$ cat config.mk
export PLATFORM = sky130hd
export DESIGN_NAME = esc_mul
export DESIGN_NICKNAME = d
export VERILOG_FILES = /design/src/design/esc_pkg.sv /design/src/design/esc_mul.sv
export SDC_FILE = /design/constraint.sdc
export NUM_CORES = 2
export LEC_CHECK = 0
export BUFFER_PORTS_ARGS = -buffer_cell sky130_fd_sc_hd__buf_2
export CORE_AREA = 5 5 269 402
export CTS_BUF_LIST = sky130_fd_sc_hd__clkbuf_4 sky130_fd_sc_hd__clkbuf_8
export DETAILED_ROUTE_END_ITERATION = 7
export DIE_AREA = 0 0 274 407
export HOLD_SLACK_MARGIN = 0.12
export MAX_ROUTING_LAYER = met4
export PLACE_DENSITY = 0.6
export SYNTH_ARGS = -nofsm -noshare
export SYNTH_HDL_FRONTEND = slang
export SYNTH_SLANG_ARGS = --single-unit
$ cat constraint.sdc
create_clock -name clk -period 8.95 [get_ports clk]
set_input_delay 1.79 -clock clk [delete_from_list [all_inputs] [get_ports clk]]
set_output_delay 1.79 -clock clk [all_outputs]
set_load 0.01 [all_outputs]
$ cat src/design/esc_pkg.sv
// Shared types, codes, constants and helpers for the sensor compensation block.
`default_nettype none
package esc_pkg;
    localparam int DW = 64;
    localparam int HW = 32;

    typedef enum logic [1:0] {
        CMD_TEMP  = 2'd0,
        CMD_PRESS = 2'd1,
        CMD_HUM   = 2'd2,
        CMD_NONE  = 2'd3
    } cmd_t;

    typedef enum logic [2:0] {
        REG_TEMP    = 3'd0,
        REG_PRESS_A = 3'd1,
        REG_PRESS_B = 3'd2,
        REG_PRESS_C = 3'd3,
        REG_HUM_A   = 3'd4,
        REG_HUM_B   = 3'd5
    } reg_idx_t;

    typedef enum logic [2:0] {
        S_IDLE,
        S_ISSUE,
        S_WAIT,
        S_DIVGO,
        S_DIVWAIT,
        S_DONE
    } state_t;

    typedef enum logic [4:0] {
        ST_T0, ST_T1, ST_T2, ST_T3,
        ST_P0, ST_P1, ST_P2, ST_P3, ST_P4, ST_P5, ST_P6, ST_P7, ST_P8, ST_P9,
        ST_H0, ST_H1, ST_H2, ST_H3, ST_H4, ST_H5, ST_H6, ST_H7
    } step_t;

    localparam logic [63:0] K_128000   = 64'd128000;
    localparam logic [63:0] K_1048576  = 64'd1048576;
    localparam logic [63:0] K_3125     = 64'd3125;
    localparam logic [31:0] K_76800    = 32'd76800;
    localparam logic [31:0] K_HUM_MAX  = 32'd419430400;
    localparam logic [31:0] K_16384    = 32'd16384;
    localparam logic [31:0] K_2097152  = 32'd2097152;
    localparam logic [31:0] K_32768    = 32'd32768;
    localparam logic [31:0] K_8192     = 32'd8192;
    localparam logic [63:0] K_BIT47    = 64'h0000_8000_0000_0000;

    function automatic logic [63:0] sx16(input logic [15:0] v);
        return {{48{v[15]}}, v};
    endfunction

    function automatic logic [63:0] sx8(input logic [7:0] v);
        return {{56{v[7]}}, v};
    endfunction

    function automatic logic [63:0] sx32(input logic [31:0] v);
        return {{32{v[31]}}, v};
    endfunction

    function automatic logic [31:0] asr32(input logic [31:0] v, input logic [5:0] n);
        return $unsigned($signed(v) >>> n);
    endfunction

    function automatic logic [63:0] asr64(input logic [63:0] v, input logic [5:0] n);
        return $unsigned($signed(v) >>> n);
    endfunction
endpackage
`default_nettype wire

$ cat src/design/esc_mul.sv
// Shared 64x64 multiplier, low 64 bits, one 32x32 partial product per cycle.
`default_nettype none
module esc_mul (
    input  wire logic                 clk,
    input  wire logic                 rst_n,
    input  wire logic                 start,
    input  wire logic [esc_pkg::DW-1:0] a,
    input  wire logic [esc_pkg::DW-1:0] b,
    output logic                      done,
    output logic [esc_pkg::DW-1:0]    prod
);
    import esc_pkg::*;

    logic [DW-1:0] a_reg, b_reg, acc_reg, acc_next;
    logic [1:0]    phase_reg, phase_next;
    logic          busy_reg, busy_next, done_reg, done_next;
    logic [HW-1:0] op_x, op_y;
    logic [DW-1:0] pp;

    always_comb
    begin
        op_x = a_reg[HW-1:0];
        op_y = b_reg[HW-1:0];
        case (phase_reg)
            2'd1:
            begin
                op_y = b_reg[DW-1:HW];
            end
            2'd2:
            begin
                op_x = a_reg[DW-1:HW];
            end
            default:
            begin
            end
        endcase
        pp = 64'(op_x) * 64'(op_y);
    end

    always_comb
    begin
        acc_next   = acc_reg;
        phase_next = phase_reg;
        busy_next  = busy_reg;
        done_next  = 1'b0;
        if (busy_reg)
        begin
            case (phase_reg)
                2'd0:
                begin
                    acc_next   = pp;
                    phase_next = 2'd1;
                end
                2'd1:
                begin
                    acc_next   = acc_reg + {pp[HW-1:0], {HW{1'b0}}};
                    phase_next = 2'd2;
                end
                default:
                begin
                    acc_next   = acc_reg + {pp[HW-1:0], {HW{1'b0}}};
                    phase_next = 2'd0;
                    busy_next  = 1'b0;
                    done_next  = 1'b1;
                end
            endcase
        end
        else if (start)
        begin
            busy_next  = 1'b1;
            phase_next = 2'd0;
        end
    end

    always_ff @(posedge clk or negedge rst_n)
    begin
        if (!rst_n)
        begin
            busy_reg  <= 1'b0;
            done_reg  <= 1'b0;
            phase_reg <= 2'd0;
        end
        else
        begin
            busy_reg  <= busy_next;
            done_reg  <= done_next;
            phase_reg <= phase_next;
        end
    end

    always_ff @(posedge clk)
    begin
        acc_reg <= acc_next;
        if (start && !busy_reg)
        begin
            a_reg <= a;
            b_reg <= b;
        end
    end

    assign done = done_reg;
    assign prod = acc_reg;
endmodule
`default_nettype wire

# Word-level counts from Yosys, hierarchy flattened
# Index checks and enable logic that the tools add are counted.
[totals]
register_bits = 196
inputBits = 131
output_inout_bits = 65
elab_cells = 26
[classes]
add_sub_neg = 1
multipliers = 1
eq_ne = 2
muxes = 11
n_reduce_logical = 5
[ops]
columns = ["cell", "count"]
rows = [
  ["adder 64 bit", 1],
  ["multiplier 32 x 32 -> 64 bit", 1],
  ["2-to-1 mux 32 bit", 2],
  ["2-to-1 mux 64 bit", 1],
  ["2-to-1 mux 1 bit", 5],
  ["2-to-1 mux 2 bit", 2],
  ["one-hot mux 2 bit (2 select lines)", 1],
  ["equality test 2 x 1 -> 1 bit, second input constant", 1],
  ["equality test 2 bit, second input constant", 1],
  ["zero test 2 bit", 1],
  ["nonzero test 2 bit", 1],
  ["OR reduction 2 bit", 1],
  ["logical AND 1 bit", 1],
  ["zero test 1 bit", 1],
]

# Longest topological paths before layout
[depth]
ltp_word = 5
ltp_mapped = 38
mapped_depth_nobuf = 34

# Worst setup path after synthesis
# No wires, ideal clock.
[synth_path]
path_kind = "register -> register"
from = "register phase_reg[1]"
to = "register acc_reg[60] (netlist: prod[60]) (data pin)"
setup_time_ps = 261
t_arrival_ps = 9130
required_time_ps = 8689
path_slack_ps = -441
stages_incl_launch_ff = 35
path_buffers = 4
synth_period_minus_slack_ps = 9391
path_cell_list = "dfrtp_1 -> nor2b_1 -> buf_2 -> buf_1 -> buf_2 -> mux2i_1 -> nor2_1 -> fa_1 -> inv_1 -> fa_1 -> fa_1 -> fa_1 -> inv_1 -> fa_1 -> inv_1 -> fa_1 -> inv_1 -> fa_1 -> fa_1 -> ha_1 -> clkbuf_1 -> nand4_1 -> o31ai_2 -> xnor2_1 -> ha_1 -> a21oi_1 -> o21bai_1 -> a21oi_1 -> nor2b_1 -> o21ai_0 -> a21boi_0 -> a311o_1 -> a221oi_1 -> xor2_1 -> mux2i_1"
[synth_between]
elab_chain_len = 5
word_cells_on_any_way = 8
cone_classes = "1 x add/sub; 1 x mul; 2 x eq/ne; 3 x mux; 1 x reduce/logical"
[synth_lines]
columns = ["item", "line", "rtl"]
rows = [
  ["start: declaration", "esc_mul.sv:15", "logic [1:0] phase_reg, phase_next;"],
  ["start signal: assignment", "esc_mul.sv:87", "phase_reg <= phase_next;"],
  ["equality test 2 bit or equality test 2 x 1 -> 1 bit (tied branches)", "esc_mul.sv:24, esc_mul.sv:48", ""],
  ["2-to-1 mux 32 bit", "esc_mul.sv:24", "case (phase_reg)"],
  ["multiplier 32 x 32 -> 64 bit", "esc_mul.sv:37", "pp = 64'(op_x) * 64'(op_y);"],
  ["adder 64 bit", "esc_mul.sv:56, esc_mul.sv:61", ""],
  ["2-to-1 mux 64 bit *", "n/a", ""],
  ["end signal: assignment", "esc_mul.sv:93", "acc_reg <= acc_next;"],
  ["end: declaration", "esc_mul.sv:14", "logic [DW-1:0] a_reg, b_reg, acc_reg, acc_next;"],
]
# Every way passes the cells marked *; elsewhere a longest branch is shown, timed or not.
# A chain may end at the register's enable or synchronous reset.

# Worst setup path in the final report
[layout_path]
from = "register phase_reg[0]"
to = "register acc_reg[58] (netlist: prod[58]) (data pin)"
# Same word-level chain as after synthesis.

==> flow_summary.rst <==
.. list-table::
   :header-rows: 1

   * - Metric
     - Value
   * - Result of the run
     - finished, final reports clean
   * - Skew final
     - about 0.032 ns
   * - Post-Syn Area
     - ~0.041 sq mm
   * - Top fanout value on the critical path
     - 10
   * - Slowest Stage Delay on Critical Path
     - approximately 0.57 ns
   * - Clock-pin slew on the worst setup and hold paths
     - ~0.12 ns
   * - Vertical die dimension
     - a little over 400 um
   * - I/O pin cnt
     - between 150 and 200
   * - Fillers
     - approximately 10000
   * - Share of the synthesized area in the top cell type
     - 0.435
   * - Die Width
     - 274 um
   * - Reg-to-reg startpoint
     - phase_reg[0]
   * - Largest net degree at the start of global routing
     - 73
   * - Number of different library cells in the post-synthesis netlist
     - 83
   * - FF+latch count, synth
     - between 150 and 200
   * - Minimum period implied by the final worst setup slack
     - 8.83 ns
   * - CP startpoint
     - phase_reg[0]
   * - Worst min-delay path startpoint
     - prod[32]
   * - Pre-Repair DR Iteration Count
     - 5
   * - Slew @ Worst Pin
     - 0.974 ns
   * - Global placement routability congestion
     - between 0.9 and 1
   * - Layout Cells excl Fill
     - slightly above 6000
   * - Count of final max-slew check failures
     - 0
   * - Number of endpoints with negative hold slack in the final report
     - 0
   * - TritonCTS clock tree
     - yes
   * - Initial antenna violation count
     - 3
   * - Maximum operating frequency
     - approximately 110 MHz
   * - Number of maximum-capacitance violations
     - 0
   * - Top cell types by occurrence after synthesis
     - 897 x sky130_fd_sc_hd__fa_1, 880 x sky130_fd_sc_hd__inv_1, 716 x sky130_fd_sc_hd__nand2_1
   * - Period Utilization, post-route
     - 0.987
   * - Sequential share of the synthesized area
     - 0.142
   * - Hold Crit Endpoint
     - prod[32]
   * - Core area
     - 0.104 sq mm
   * - Syn_area_per_cell
     - between 9 and 10 sq um
   * - Final setup fails
     - 0
   * - CP bufs+invs
     - 10
   * - Setup crit end kind
     - flop
   * - Number of enable-type register cells in the synthesized netlist
     - 192
   * - Hold-fix buffers, CTS
     - 0
   * - Wire length after detailed routing
     - 141000 um
   * - Ratio of cells with drive above 1 in the final layout
     - 0.200
   * - Number of levels the H-tree was split into
     - 4
   * - Worst path slowest cell
     - sky130_fd_sc_hd__fa_1
   * - Half-perimeter wire length after placement
     - roughly 120000 um
   * - Most used standard cell by instance count after synthesis
     - sky130_fd_sc_hd__fa_1
   * - Class of the most critical setup path
     - flop to flop
   * - TritonCTS Sinks
     - roughly 200
   * - Count of vias placed by the detailed router
     - 32400
   * - Vias per cell
     - about 5.2
   * - Required @ worst endpoint
     - 9.27 ns
   * - Tightest Hold Check Type
     - flop to flop
   * - Worst-case reg-to-reg path depth
     - 32
   * - Mapped Cells
     - 4289
   * - Setup repair after global routing missed its margin
     - yes
   * - Post-route cell area
     - just under 0.05 sq mm
   * - Synthesized netlist net count
     - ~5600
   * - Initial Utilization
     - 0.397
   * - Arrival time at the worst endpoint
     - between 9 and 10 ns
   * - Number of remaining DRC errors
     - 0
   * - Final-layout worst hold slack
     - 0.695 ns
   * - GR Util All Layers
     - 0.262
   * - Number of synthesis warnings
     - 0
   * - Post-synth top area cell
     - sky130_fd_sc_hd__fa_1
   * - Ys async rst share
     - 0.0204
   * - Headroom to the max-slew limit
     - 0.332
   * - Most instantiated flip-flop cell in the synthesis netlist
     - sky130_fd_sc_hd__edfxtp_1
   * - Total global routing overflow
     - 0
   * - Number of port buffers
     - 195
   * - Fin util
     - 0.473
   * - Final routed wire length divided by cell count
     - roughly 23 um
   * - Critical path launch point type
     - flop
   * - Number of CTS-inserted buffers
     - 17
   * - Number of global-route vias before repair
     - 35200
   * - Category of cells accounting for the largest share of critical-path delay
     - adder cells
   * - Global-route wire length before repair
     - 212000 um
   * - Final antenna-violating net count
     - 0
   * - Iteration-0 DRC count of the detailed router
     - 2213
   * - Cell Area, Placed
     - between 0.04 and 0.05 sq mm
   * - Worst hold path stage count
     - 3
   * - Maximum buffer depth of the clock tree
     - 2
   * - CTS root buf
     - sky130_fd_sc_hd__clkbuf_8
   * - Capture instance of the worst register-to-register path
     - prod[58]
   * - FP Rows
     - 145
   * - Most frequent cell on the critical path
     - sky130_fd_sc_hd__fa_1
   * - Top post-synthesis cells by area
     - sky130_fd_sc_hd__fa_1 44%, sky130_fd_sc_hd__edfxtp_1 14%, sky130_fd_sc_hd__ha_1 9.0%, sky130_fd_sc_hd__inv_1 8.0%, sky130_fd_sc_hd__nand2_1 6.5%
   * - Source-to-sink clock delay at the later pin of the worst-skew pair
     - 0.59 ns
   * - Setup slack on the worst flop-to-flop path
     - roughly 0.12 ns
   * - Total Nets Final
     - between 6000 and 7000
   * - Area growth, synth to finish
     - 19.1%
   * - Die area
     - 0.112 sq mm
   * - Placed cell count
     - 6109
==> worst min-delay path, delay by kind of cell (launching register included) <==
| family | cells | cell delay [ns] |
|---|---|---|
| AO/OA/AOI/OAI | 1 | 0.05 |
| adder cells (fa/ha/maj) | 1 | 0.13 |
| flip-flops | 1 | 0.37 |
| AND/OR/NAND/NOR | 1 | 0.04 |
==> area by class of cell <==
type                            instances  area, sq um  share of cell area
Clock buffer                           19          249             0.00507
Multi-Input combinational cell       3008        32300               0.658
Inverter                              880         3300              0.0672
Clock inverter                         13          186             0.00379
Timing Repair Buffer                  679         5460               0.111
Tap cell                             1396         1750              0.0355
Antenna cell                            1         2.50           0.0000509
Sequential cell                       196         5870               0.119
==> logic make-up (layout without fill, tap and decap cells) <==
group,Yosys count,in the layout,share of synthesized area
and+or+nand+nor,1266,1266,0.125
AOI/OAI and AO/OA,341,341,0.0574
buffers and inverters,1085,1591,0.101
other,0,1,0
DFF,196,196,0.142
xor gates and xnor gates,89,89,0.0192
adders and majority gates,1193,1193,0.525
muxes,119,119,0.0307
==> worst max path at each step <==
stage | end | cells past startpoint | slack [ns]
detailed placement | prod[61] | 30 | -0.31
CTS | prod[61] | 31 | -0.02
global route | prod[60] | 35 | -0.24
global placement | prod[60] | 32 | -0.19
floorplan | prod[60] | 35 | 0.002
finish | prod[58] | 32 | 0.12
==> routing by layer <==
metal / global-route usage / part of all wire
met1: 0.296 / 0.36
met2: 0.452 / 0.51
met3: 0.0338 / 0.059
met4: 0.143 / 0.072
met5: - / 0
==> placed cells by master (no fill, tap or decap), types with 12 or more instances in the layout <==
cell                       instances
sky130_fd_sc_hd__edfxtp_1        192
sky130_fd_sc_hd__ha_1            269
sky130_fd_sc_hd__a21oi_2          23
sky130_fd_sc_hd__nand2_1         714
sky130_fd_sc_hd__xor2_1           28
sky130_fd_sc_hd__o21ai_1          14
sky130_fd_sc_hd__ha_4             21
sky130_fd_sc_hd__a21oi_1          81
sky130_fd_sc_hd__mux2i_4          14
sky130_fd_sc_hd__inv_1           877
sky130_fd_sc_hd__clkbuf_8         17
sky130_fd_sc_hd__mux2i_1          30
sky130_fd_sc_hd__and2_1           47
sky130_fd_sc_hd__nand4_1          31
sky130_fd_sc_hd__o21ai_0          37
sky130_fd_sc_hd__xnor2_1          47
sky130_fd_sc_hd__mux2_4           17
sky130_fd_sc_hd__buf_12           54
sky130_fd_sc_hd__nor2_1          390
sky130_fd_sc_hd__mux2i_2          14
sky130_fd_sc_hd__a21o_1           60
sky130_fd_sc_hd__buf_2           195
sky130_fd_sc_hd__buf_4           411
sky130_fd_sc_hd__nand3_1          12
sky130_fd_sc_hd__o21bai_1         18
sky130_fd_sc_hd__fa_1            889
sky130_fd_sc_hd__mux2_2           44
==> stage by stage <==
stage	setup TNS [ns]	setup WS, ns
2_1_floorplan	0	0.00187
3_3_place_gp	-0.478	-0.188
3_5_place_dp	-0.787	-0.315
4_1_cts	-0.0250	-0.0228
5_1_grt	-0.968	-0.238
6_report	0	0.120
==> what timing repair did <==
| item | 4_1_cts | 5_1_grt |
|---|---|---|
| endpoints found under the setup margin | 8 | 22 |
| pin swaps | 5 | 29 |
| resized for setup | 44 | 140 |
| setup buffers | 12 | 34 |
| gates cloned | 2 | 2 |
Power is not shown: default switching activity piles up to over one toggle a cycle in this logic, so the estimate is an artifact.
