### src/design/esc_pkg.sv
// Shared types, codes, constants and helpers for the sensor compensation block.
`default_nettype none
package esc_pkg;
    localparam int DW = 64;
    localparam int HW = 32;

    typedef enum logic [1:0] {
        CMD_TEMP  = 2'd0,
        CMD_PRESS = 2'd1,
        CMD_HUM   = 2'd2,
        CMD_NONE  = 2'd3
    } cmd_t;

    typedef enum logic [2:0] {
        REG_TEMP    = 3'd0,
        REG_PRESS_A = 3'd1,
        REG_PRESS_B = 3'd2,
        REG_PRESS_C = 3'd3,
        REG_HUM_A   = 3'd4,
        REG_HUM_B   = 3'd5
    } reg_idx_t;

    typedef enum logic [2:0] {
        S_IDLE,
        S_ISSUE,
        S_WAIT,
        S_DIVGO,
        S_DIVWAIT,
        S_DONE
    } state_t;

    typedef enum logic [4:0] {
        ST_T0, ST_T1, ST_T2, ST_T3,
        ST_P0, ST_P1, ST_P2, ST_P3, ST_P4, ST_P5, ST_P6, ST_P7, ST_P8, ST_P9,
        ST_H0, ST_H1, ST_H2, ST_H3, ST_H4, ST_H5, ST_H6, ST_H7
    } step_t;

    localparam logic [63:0] K_128000   = 64'd128000;
    localparam logic [63:0] K_1048576  = 64'd1048576;
    localparam logic [63:0] K_3125     = 64'd3125;
    localparam logic [31:0] K_76800    = 32'd76800;
    localparam logic [31:0] K_HUM_MAX  = 32'd419430400;
    localparam logic [31:0] K_16384    = 32'd16384;
    localparam logic [31:0] K_2097152  = 32'd2097152;
    localparam logic [31:0] K_32768    = 32'd32768;
    localparam logic [31:0] K_8192     = 32'd8192;
    localparam logic [63:0] K_BIT47    = 64'h0000_8000_0000_0000;

    function automatic logic [63:0] sx16(input logic [15:0] v);
        return {{48{v[15]}}, v};
    endfunction

    function automatic logic [63:0] sx8(input logic [7:0] v);
        return {{56{v[7]}}, v};
    endfunction

    function automatic logic [63:0] sx32(input logic [31:0] v);
        return {{32{v[31]}}, v};
    endfunction

    function automatic logic [31:0] asr32(input logic [31:0] v, input logic [5:0] n);
        return $unsigned($signed(v) >>> n);
    endfunction

    function automatic logic [63:0] asr64(input logic [63:0] v, input logic [5:0] n);
        return $unsigned($signed(v) >>> n);
    endfunction
endpackage
`default_nettype wire

### src/design/esc_div.sv
// Signed 64-bit divider, truncating, restoring, one quotient bit per cycle.
`default_nettype none
module esc_div (
    input  wire logic                   clk,
    input  wire logic                   rst_n,
    input  wire logic                   start,
    input  wire logic [esc_pkg::DW-1:0] num,
    input  wire logic [esc_pkg::DW-1:0] den,
    output logic                        done,
    output logic [esc_pkg::DW-1:0]      quo
);
    import esc_pkg::*;

    logic [DW-1:0] rem_reg, rem_next, q_reg, q_next, d_reg, d_next;
    logic          neg_reg, neg_next;
    logic [5:0]    cnt_reg, cnt_next;
    logic          busy_reg, busy_next, done_reg, done_next;
    logic [DW:0]   trial;

    always_comb
    begin
        rem_next  = rem_reg;
        q_next    = q_reg;
        d_next    = d_reg;
        neg_next  = neg_reg;
        cnt_next  = cnt_reg;
        busy_next = busy_reg;
        done_next = 1'b0;
        trial     = {rem_reg, q_reg[DW-1]} - {1'b0, d_reg};
        if (busy_reg)
        begin
            if (!trial[DW])
            begin
                rem_next = trial[DW-1:0];
                q_next   = {q_reg[DW-2:0], 1'b1};
            end
            else
            begin
                rem_next = {rem_reg[DW-2:0], q_reg[DW-1]};
                q_next   = {q_reg[DW-2:0], 1'b0};
            end
            cnt_next = cnt_reg + 6'd1;
            if (cnt_reg == 6'd63)
            begin
                busy_next = 1'b0;
                done_next = 1'b1;
            end
        end
        else if (start)
        begin
            busy_next = 1'b1;
            cnt_next  = 6'd0;
            rem_next  = '0;
            q_next    = num[DW-1] ? (~num + 64'd1) : num;
            d_next    = den[DW-1] ? (~den + 64'd1) : den;
            neg_next  = num[DW-1] ^ den[DW-1];
        end
    end

    always_ff @(posedge clk or negedge rst_n)
    begin
        if (!rst_n)
        begin
            busy_reg <= 1'b0;
            done_reg <= 1'b0;
            cnt_reg  <= 6'd0;
        end
        else
        begin
            busy_reg <= busy_next;
            done_reg <= done_next;
            cnt_reg  <= cnt_next;
        end
    end

    always_ff @(posedge clk)
    begin
        rem_reg <= rem_next;
        q_reg   <= q_next;
        d_reg   <= d_next;
        neg_reg <= neg_next;
    end

    assign done = done_reg;
    assign quo  = neg_reg ? (~q_reg + 64'd1) : q_reg;
endmodule
`default_nettype wire
### config.mk
export PLATFORM = sky130hd
export DESIGN_NAME = esc_div
export DESIGN_NICKNAME = d
export VERILOG_FILES = /design/src/design/esc_pkg.sv /design/src/design/esc_div.sv
export SDC_FILE = /design/constraint.sdc
export NUM_CORES = 1
export LEC_CHECK = 0
export ABC_AREA = 0
export BUFFER_PORTS_ARGS = -buffer_cell sky130_fd_sc_hd__buf_2
export CORE_MARGIN = 2
export CORE_UTILIZATION = 40
export CTS_CLUSTER_DIAMETER = 40
export DETAILED_ROUTE_END_ITERATION = 10
export SLEW_MARGIN = 30
export SYNTH_ARGS = -nofsm -noshare
export SYNTH_HDL_FRONTEND = slang
export SYNTH_SLANG_ARGS = --single-unit
### constraint.sdc
create_clock -name clk -period 5.5 [get_ports clk]
set_input_delay 0.275 -clock clk [delete_from_list [all_inputs] [get_ports clk]]
set_output_delay 0.275 -clock clk [all_outputs]
set_load 0.01 [all_outputs]
# After elaboration in Yosys (flattened, before gate mapping)
# Index checks and enable logic that the tools add are counted.
[totals] regBits=201 in_bits=131 out_inout_bits=65 wordCells=37
[op_classes] n_addsub=5 n_eq_ne=1 muxes=16 n_bitwise=5 reduce_logical=2
[ops] op="$mux W64" n=7
[ops] op="$add A64 B1 Y64 const B" n=3
[ops] op="$not A64 Y64" n=3
[ops] op="$sub A65 B64 Y65" n=1
[ops] op="$mux W63" n=1
[ops] op="$mux W6" n=2
[ops] op="$add A6 B1 Y6 const B" n=1
[ops] op="$eq A6 B6 Y1 const B" n=1
[ops] op="$mux W1" n=6
[ops] op="$reduce_and A2 Y1" n=1
[ops] op="$reduce_bool A2 Y1" n=1
[ops] op="$not A1 Y1" n=1
[ops] op="$xor A1 B1 Y1" n=1

# Depth between registers and ports, before layout
# Gate-level depths: netlist (run 1).
[logic_depth] ltp_word=5 ltp_mapped=15

# Worst setup path after synthesis (run 1)
# Ideal clock, no wire load.
[synth_timing] kind="reg-to-reg" startpoint="register busy_reg" endpoint="register q_reg[0] (enable)" arrival_time_ps=3331 path_slack_ps=1050 stages_incl_launch_ff=6 n_path_buf=3 synth_period_minus_slack_ps=4450 cell_sequence="dfrtp_1 clkbuf_1 clkinv_1 clkbuf_1 buf_1 nand2_1"
[synth_between] elab_chain_cells=1
[synth_rtl] item="from (decl)" line_no="esc_div.sv:17" rtl="logic busy_reg, busy_next, done_reg, done_next;"
[synth_rtl] item="from (signal assigned)" line_no="esc_div.sv:70" rtl="busy_reg <= busy_next;"
[synth_rtl] item="$reduce_bool A2 Y1 (no source line)"
[synth_rtl] item="to (signal assigned)" line_no="esc_div.sv:79" rtl="q_reg <= q_next;"
[synth_rtl] item="to (decl)" line_no="esc_div.sv:14" rtl="logic [DW-1:0] rem_reg, rem_next, q_reg, q_next, d_reg, d_next;"
# No other way between the ends.
# A chain may end at the register's enable or synchronous reset.

# Final worst setup path (run 1)
[layout_timing] startpoint="register q_reg[6]" endpoint="output quo[58] (netlist bit)"
[layout_between] elab_chain_cells=3
[layout_rtl] item="$not A64 Y64" line_no="esc_div.sv:85" rtl="assign quo = neg_reg ? (~q_reg + 64'd1) : q_reg;"
[layout_rtl] item="$add A64 B1 Y64" line_no="esc_div.sv:85"
[layout_rtl] item="$mux W64" line_no="esc_div.sv:85"
[layout_rtl] item="to (decl)" line_no="esc_div.sv:10" rtl="output logic [esc_pkg::DW-1:0] quo"
# No other way between the ends.

==> impl_metrics.toml, run 1 <==
[job]
cap_violations = 0

[critical_path]
critPathKind = "register to output port"
r2r_end = "rem_reg[25]"
cp-start-kind = "register"
slowest_stage = "or4_1"
reg2regPathDepth = 12
cp_data_arrival_time_ns = 4.92
end_kind = "output port"
cp.buffers_inverters = 1
worstSetupEndpoint = "quo[58]"
max_stage_delay_ns = 0.65
cpMostUsedCell = "or4_1"
cp_top_family = "simple AND/OR/NAND/NOR gates"
path_depth = 9
crit_required_ns = 5.22
path_max_fanout = 7
timing.rr.start = "rem_reg[11]"
rrSetupSlack_ns = 1.40
crit_start = "q_reg[6]"
cp_cell_sequence = "or4_4 > or4_1 > or4_1 > or4_1 > or4_1 > or4_1 > o41ai_1 > xnor2_1 > buf_2"

[cells_and_area]
nets = 2104
final_common_cell = "buf_2"
drive_gt1_share_pct = 15.93
area_growth_pct = 17.36
fillers = 3797
final_cell_mix = "buf_2, edfxtp_1, nand2_1, o21ai_0, xnor2_1"

[floorplan]
io_pins = 196
die-height_microns = 202.6
core-area_sq_um = 38740
dieArea_sq_um = 41030
start_util_pct = 40.71
row_count = 72
die_x_microns = 202.6

[clocking]
numCtsBuffers = 39
clockBufferDepth = 3
clock-sinks = 201
htree_levels = 2
tritoncts = "done"
clock_latency_ns = 0.53
cts-root-buf = "clkbuf_16"
clk_pin_slew_ns = 0.05
post_cts_buffers = 0

[synth]
ys_top_cells_by_area = "edfxtp_1, xnor2_1, ha_1, o21ai_0, nand2_1"
synth.yosys.seq_area_share_pct = 38.02
synth.distinct_cells = 68
synth-main-ff-cell = "edfxtp_1"
yosys_warnings = 0
synth-edff-count = 193
synth_top_area_share_pct = 36.75
syn_nets = 1938
synthArstFlopShare_pct = 3.980
synth-seq-cells = 201
netlist_area_sq_um = 15770
avgSynthCellArea_sq_um = 9.073
synthCells = 1738
yosysTopAreaCell = "edfxtp_1"

[routing]
route.detailed.drc = 0
wl_per_cell_microns = 17.21
drt_pass1_iterations = 5
wirelength_mm = 42.26
vias_per_cell = 5.534
dr.first_iter.drc_count = 896
ant_nets = 0
num_vias = 13587

[placed_design]
place.gp.congestion = 0.9103
dp_hpwl_mm = 32.11
io_buffers = 195
dp_slack_ns = 0.8513

[global_routing]
grt_pass1_vias = 12971
grt_max_degree = 76
grt_use_total_pct = 20.12
grt_pass1_wl_mm = 66.93
grt_overflow = 0
antenna_found_initial = 5

[power]
ir_drop_uv = 371.6
p_leak_nw = 7.455
p_per_area_nw_per_um2 = 540.0

[run_status]
outcome = "completed"

[timing]
timing.final.hold_violations = 0
max_freq_mhz = 192.5
setup_viol = 0
fin_crit_ns = 5.195
worstMarginPinSlew_ns = 0.9269
setup_ws_ns = 0.3054
relSlewSlack_pct = 38.21
period_share_pct = 94.45
rsz0062_at_grt = "false"
slew_violations = 0
finalClockSkew_ns = 0.01596
tns_ns = 0

[worst_hold_path]
hp-class = "input port to register"
-- worst register-to-register path: cells and delay by family (launching register included) --
kind,cells,cell delay (ns)
DFF,1,0.40
buffers and inverters,1,0.37
muxes,1,0.31
AOI/OAI and AO/OA,5,1.27
xor gates and xnor gates,1,0.26
adders and majority gates,1,0.44
and+or+nand+nor,3,0.77
-- where the power goes --
part,internal [W],switching (W),total [W],leakage [nW]
sequential,0.00248,0.000451,0.00293,2.06
combinational,0.00201,0.00269,0.00470,4.77
clock,0.00151,0.000855,0.00237,0.631
total,0.00600,0.00400,0.00999,7.46
-- logic make-up after synthesis --
| kind of cell | Yosys count | synth area share, % |
|---|---|---|
| and+or+nand+nor | 533 | 16.73 |
| AOI/OAI and AO/OA | 463 | 18.50 |
| xor gates and xnor gates | 239 | 13.27 |
| DFF | 201 | 38.02 |
| buffers and inverters | 176 | 4.316 |
| adders and majority gates | 69 | 5.523 |
| muxes | 57 | 3.642 |
-- what timing repair did --
item,CTS,global route
hold buffers,3,0
setup endpoints to repair,0,0
hold endpoints to repair,10,0
resized for setup,0,0
-- area by class of cell --
| class | count | area [sq um] | area share [%] |
|---|---|---|---|
| clock inverters | 30 | 319.1 | 1.724 |
| flip-flops and latches | 201 | 6000 | 32.42 |
| multi-input cells | 1361 | 9107 | 49.21 |
| diodes | 4 | 10.01 | 0.05409 |
| well taps | 518 | 648.1 | 3.502 |
| repair buffers | 208 | 1094 | 5.909 |
| inverters | 93 | 349.1 | 1.886 |
| clock buffers | 40 | 979.7 | 5.294 |
-- synthesized netlist by cell type, types with 30 or more instances --
cell	count
a21oi_1	96
clkbuf_1	71
edfxtp_1	193
ha_1	68
inv_1	92
mux2i_1	54
nand2_1	187
nor2_1	103
o21ai_0	162
o31ai_1	61
o41ai_1	30
or3_1	44
xnor2_1	159
xor2_1	80
-- layer usage --
layer / routed length [microns] / track usage [%] / share of wire, %
met2: 19470 / 32.95 / 46
met4: 1248 / 7.586 / 3.0
met3: 2373 / 3.387 / 5.6
met1: 19150 / 26.69 / 45
met5: 12 / 0 / 0.028
-- worst min-delay path by stage --
stage | depth (start not counted) | slack, ns | endpoint | from
after global routing | 2 | 0.05 | d_reg[46] | den[46]
after detailed placement | 1 | 0.13 | cnt_reg[1] | rst_n
after global placement | 1 | 0.13 | cnt_reg[1] | rst_n
after CTS | 2 | 0.02 | d_reg[53] | den[53]
after floorplan | 0 | -0.02 | busy_reg | rst_n
final | 2 | 0.05 | d_reg[49] | den[49]
-- through the flow --
| stage | util [%] | cells | power, W | area [sq um] | hold slack [ns] |
|---|---|---|---|---|---|
| after detailed placement | 44.32 | 2378 | 0.007595 | 17170 | 0.1291 |
| after floorplan | - | 1738 | 0.006304 | 15770 | -0.02059 |
| after global placement | 44.32 | 2378 | 0.007501 | 17170 | 0.1271 |
| after CTS | 47.75 | 2451 | 0.01003 | 18500 | 0.02185 |
| final | 47.77 | 2455 | 0.009993 | 18510 | 0.04726 |
| after global routing | 47.77 | 2454 | 0.01072 | 18500 | 0.04718 |
Power figures use the tool's default switching activity.
==> run 2, diff against run 1 <==
Settings changed: ABC_AREA 0 to 1, SETUP_SLACK_MARGIN set to 0.15.
==> run 2 against run 1 <==
Non-clock buffer count increased by 1. Clock skew rose by 0.020 ns. Clock-buffer cell count grew 6. Worst hold slack got worse by 0.020 ns. Area after synthesis grew 30%. Die area is 30% higher. Sequential power up 1%. Total power rose by 21%. Clock power grew 14%. Routed wire length increased by 81%. Worst setup slack improved by 1.5 ns. Critical endpoint is now quo[44].
==> impl_metrics.toml, run 2 <==
[run_status]
outcome = "completed"

[critical_path]
cp_data_arrival_time_ns = 3.38
end_kind = "output port"
timing.rr.start = "q_reg[63]"
crit_required_ns = 5.22
path_max_fanout = 5
cp-start-kind = "register"
rrSetupSlack_ns = 2.18
critPathKind = "register to output port"
crit_start = "q_reg[0]"

[routing]
ant_nets = 0
wl_per_cell_microns = 17.92
drt_pass1_iterations = 8
wirelength_mm = 76.37
route.detailed.drc = 0
vias_per_cell = 5.030
dr.first_iter.drc_count = 1838
num_vias = 21443

[timing]
rsz0062_at_grt = "false"
relSlewSlack_pct = 39.62
tns_ns = 0
timing.final.hold_violations = 0
fin_crit_ns = 3.656
hold_ws_ns = 0.02697
period_share_pct = 66.47
max_freq_mhz = 273.5
setup_ws_ns = 1.844
worstMarginPinSlew_ns = 0.8962
finalClockSkew_ns = 0.03568
setup_viol = 0
slew_violations = 0

[clocking]
htree_levels = 2
numCtsBuffers = 45
tritoncts = "done"
cts-root-buf = "clkbuf_16"
clock-sinks = 201
clockBufferDepth = 3
clock_latency_ns = 0.59
post_cts_buffers = 0
clk_pin_slew_ns = 0.05

[floorplan]
dieArea_sq_um = 53190
start_util_pct = 40.21
io_pins = 196
core-area_sq_um = 51090
die-height_microns = 230.6
die_x_microns = 230.6
row_count = 83

[power]
ir_drop_uv = 226.5
p_total_w = 0.01208
p_leak_nw = 12.18
p_per_area_nw_per_um2 = 508.8

[synth]
yosysTopAreaCell = "edfxtp_1"
synthCells = 3342
ys_top_cells_by_area = "edfxtp_1, nand2_1, inv_1, nor2_1, xor2_1"
synth-edff-count = 193
syn_nets = 3542
yosys-top-cells-count = "nand2_1, inv_1, nor2_1"
yosys.cell_count.top_type = "nand2_1"
yosys_warnings = 0
synth_top_area_share_pct = 28.21
synthArstFlopShare_pct = 3.980
synth-main-ff-cell = "edfxtp_1"
synth.distinct_cells = 48
netlist_area_sq_um = 20550
synth-seq-cells = 201
avgSynthCellArea_sq_um = 6.148
synth.yosys.seq_area_share_pct = 29.18

[cells_and_area]
fillers = 5593
final_common_cell = "nand2_1"
drive_gt1_share_pct = 9.673
nets = 3741
final_core_util_pct = 46.48
area_growth_pct = 15.58
final_cell_mix = "nand2_1, inv_1, nor2_1, buf_2, edfxtp_1"

[global_routing]
grt_max_degree = 71
grt_use_total_pct = 28.42
grt_overflow = 0
antenna_found_initial = 13
grt_pass1_vias = 20459
grt_pass1_wl_mm = 115.6

[worst_hold_path]
hp-class = "input port to register"
hold_start = "start"

[placed_design]
place.gp.congestion = 0.9794
dp_hpwl_mm = 62.84
io_buffers = 195
dp_slack_ns = 2.221

[job]
cap_violations = 0
## run 2: layout make-up
class,count,area [sq um],area share [%]
tap,680,850.8,3.583
multi-input combinational,2474,11960,50.36
timing repair buffer,209,1106,4.658
inverter,610,2292,9.652
sequential,201,6000,25.26
clock inverter,37,374.1,1.575
antenna,6,15.01,0.06322
clock buffer,46,1151,4.847
## run 2: final timing paths
| check | to | cells past startpoint |
|---|---|---|
| worst min register to register | cnt_reg[5] | 1 |
| worst max register to register | rem_reg[42] | 19 |
| max in group asynchronous | busy_reg | 2 |
| worst min-delay path | busy_reg | 3 |
| worst max-delay path | quo[44] | 11 |
| min in group asynchronous | cnt_reg[4] | 2 |
## run 2: logic make-up (layout without fill, tap and decap cells)
| kind of cell | count (synthesis) | after routing | share of synthesized area (%) |
|---|---|---|---|
| AOI/OAI and AO/OA | 261 | 261 | 6.827 |
| xor gates and xnor gates | 164 | 164 | 6.991 |
| adders and majority gates | 69 | 69 | 4.238 |
| buffers and inverters | 667 | 902 | 12.61 |
| DFF | 201 | 201 | 29.18 |
| other | 0 | 6 | 0 |
| and+or+nand+nor | 1980 | 1980 | 40.15 |
## run 2: repair_timing
action | 4_1_cts | 5_1_grt
gates resized for setup | 0 | 0
hold buffers | 5 | 0
hold endpoints to repair | 12 | 0
## run 2: power breakdown
part           total [W]  switching [W]  internal, W
clock network    0.00271        0.00101      0.00170
logic            0.00640        0.00436      0.00204
registers        0.00297       0.000429      0.00254
## run 2: critical path: stages (launching register included)
cell and delay (ns):
edfxtp_1 0.39, inv_1 0.12, ha_1 0.18, nand3_1 0.21, nor2_2 0.29, nand2_1 0.16
nor2_1 0.14, nand4_1 0.24, o21ai_1 0.30, o21ai_0 0.28, xor2_1 0.30, buf_2 0.18
## run 2: per-layer routing
| layer | wire length [microns] | global-route usage (%) |
|---|---|---|
| met3 | 5140 | 4.274 |
| met5 | 110 | 0 |
| met4 | 3605 | 13.06 |
| met1 | 33160 | 36.75 |
| met2 | 34350 | 46.80 |
## run 2: through the flow
step	std cells	area (sq um)
final	4263	23750
after global routing	4258	23740
after CTS	4257	23730
after detailed placement	4169	22160
after global placement	4169	22160
after floorplan	3342	20550
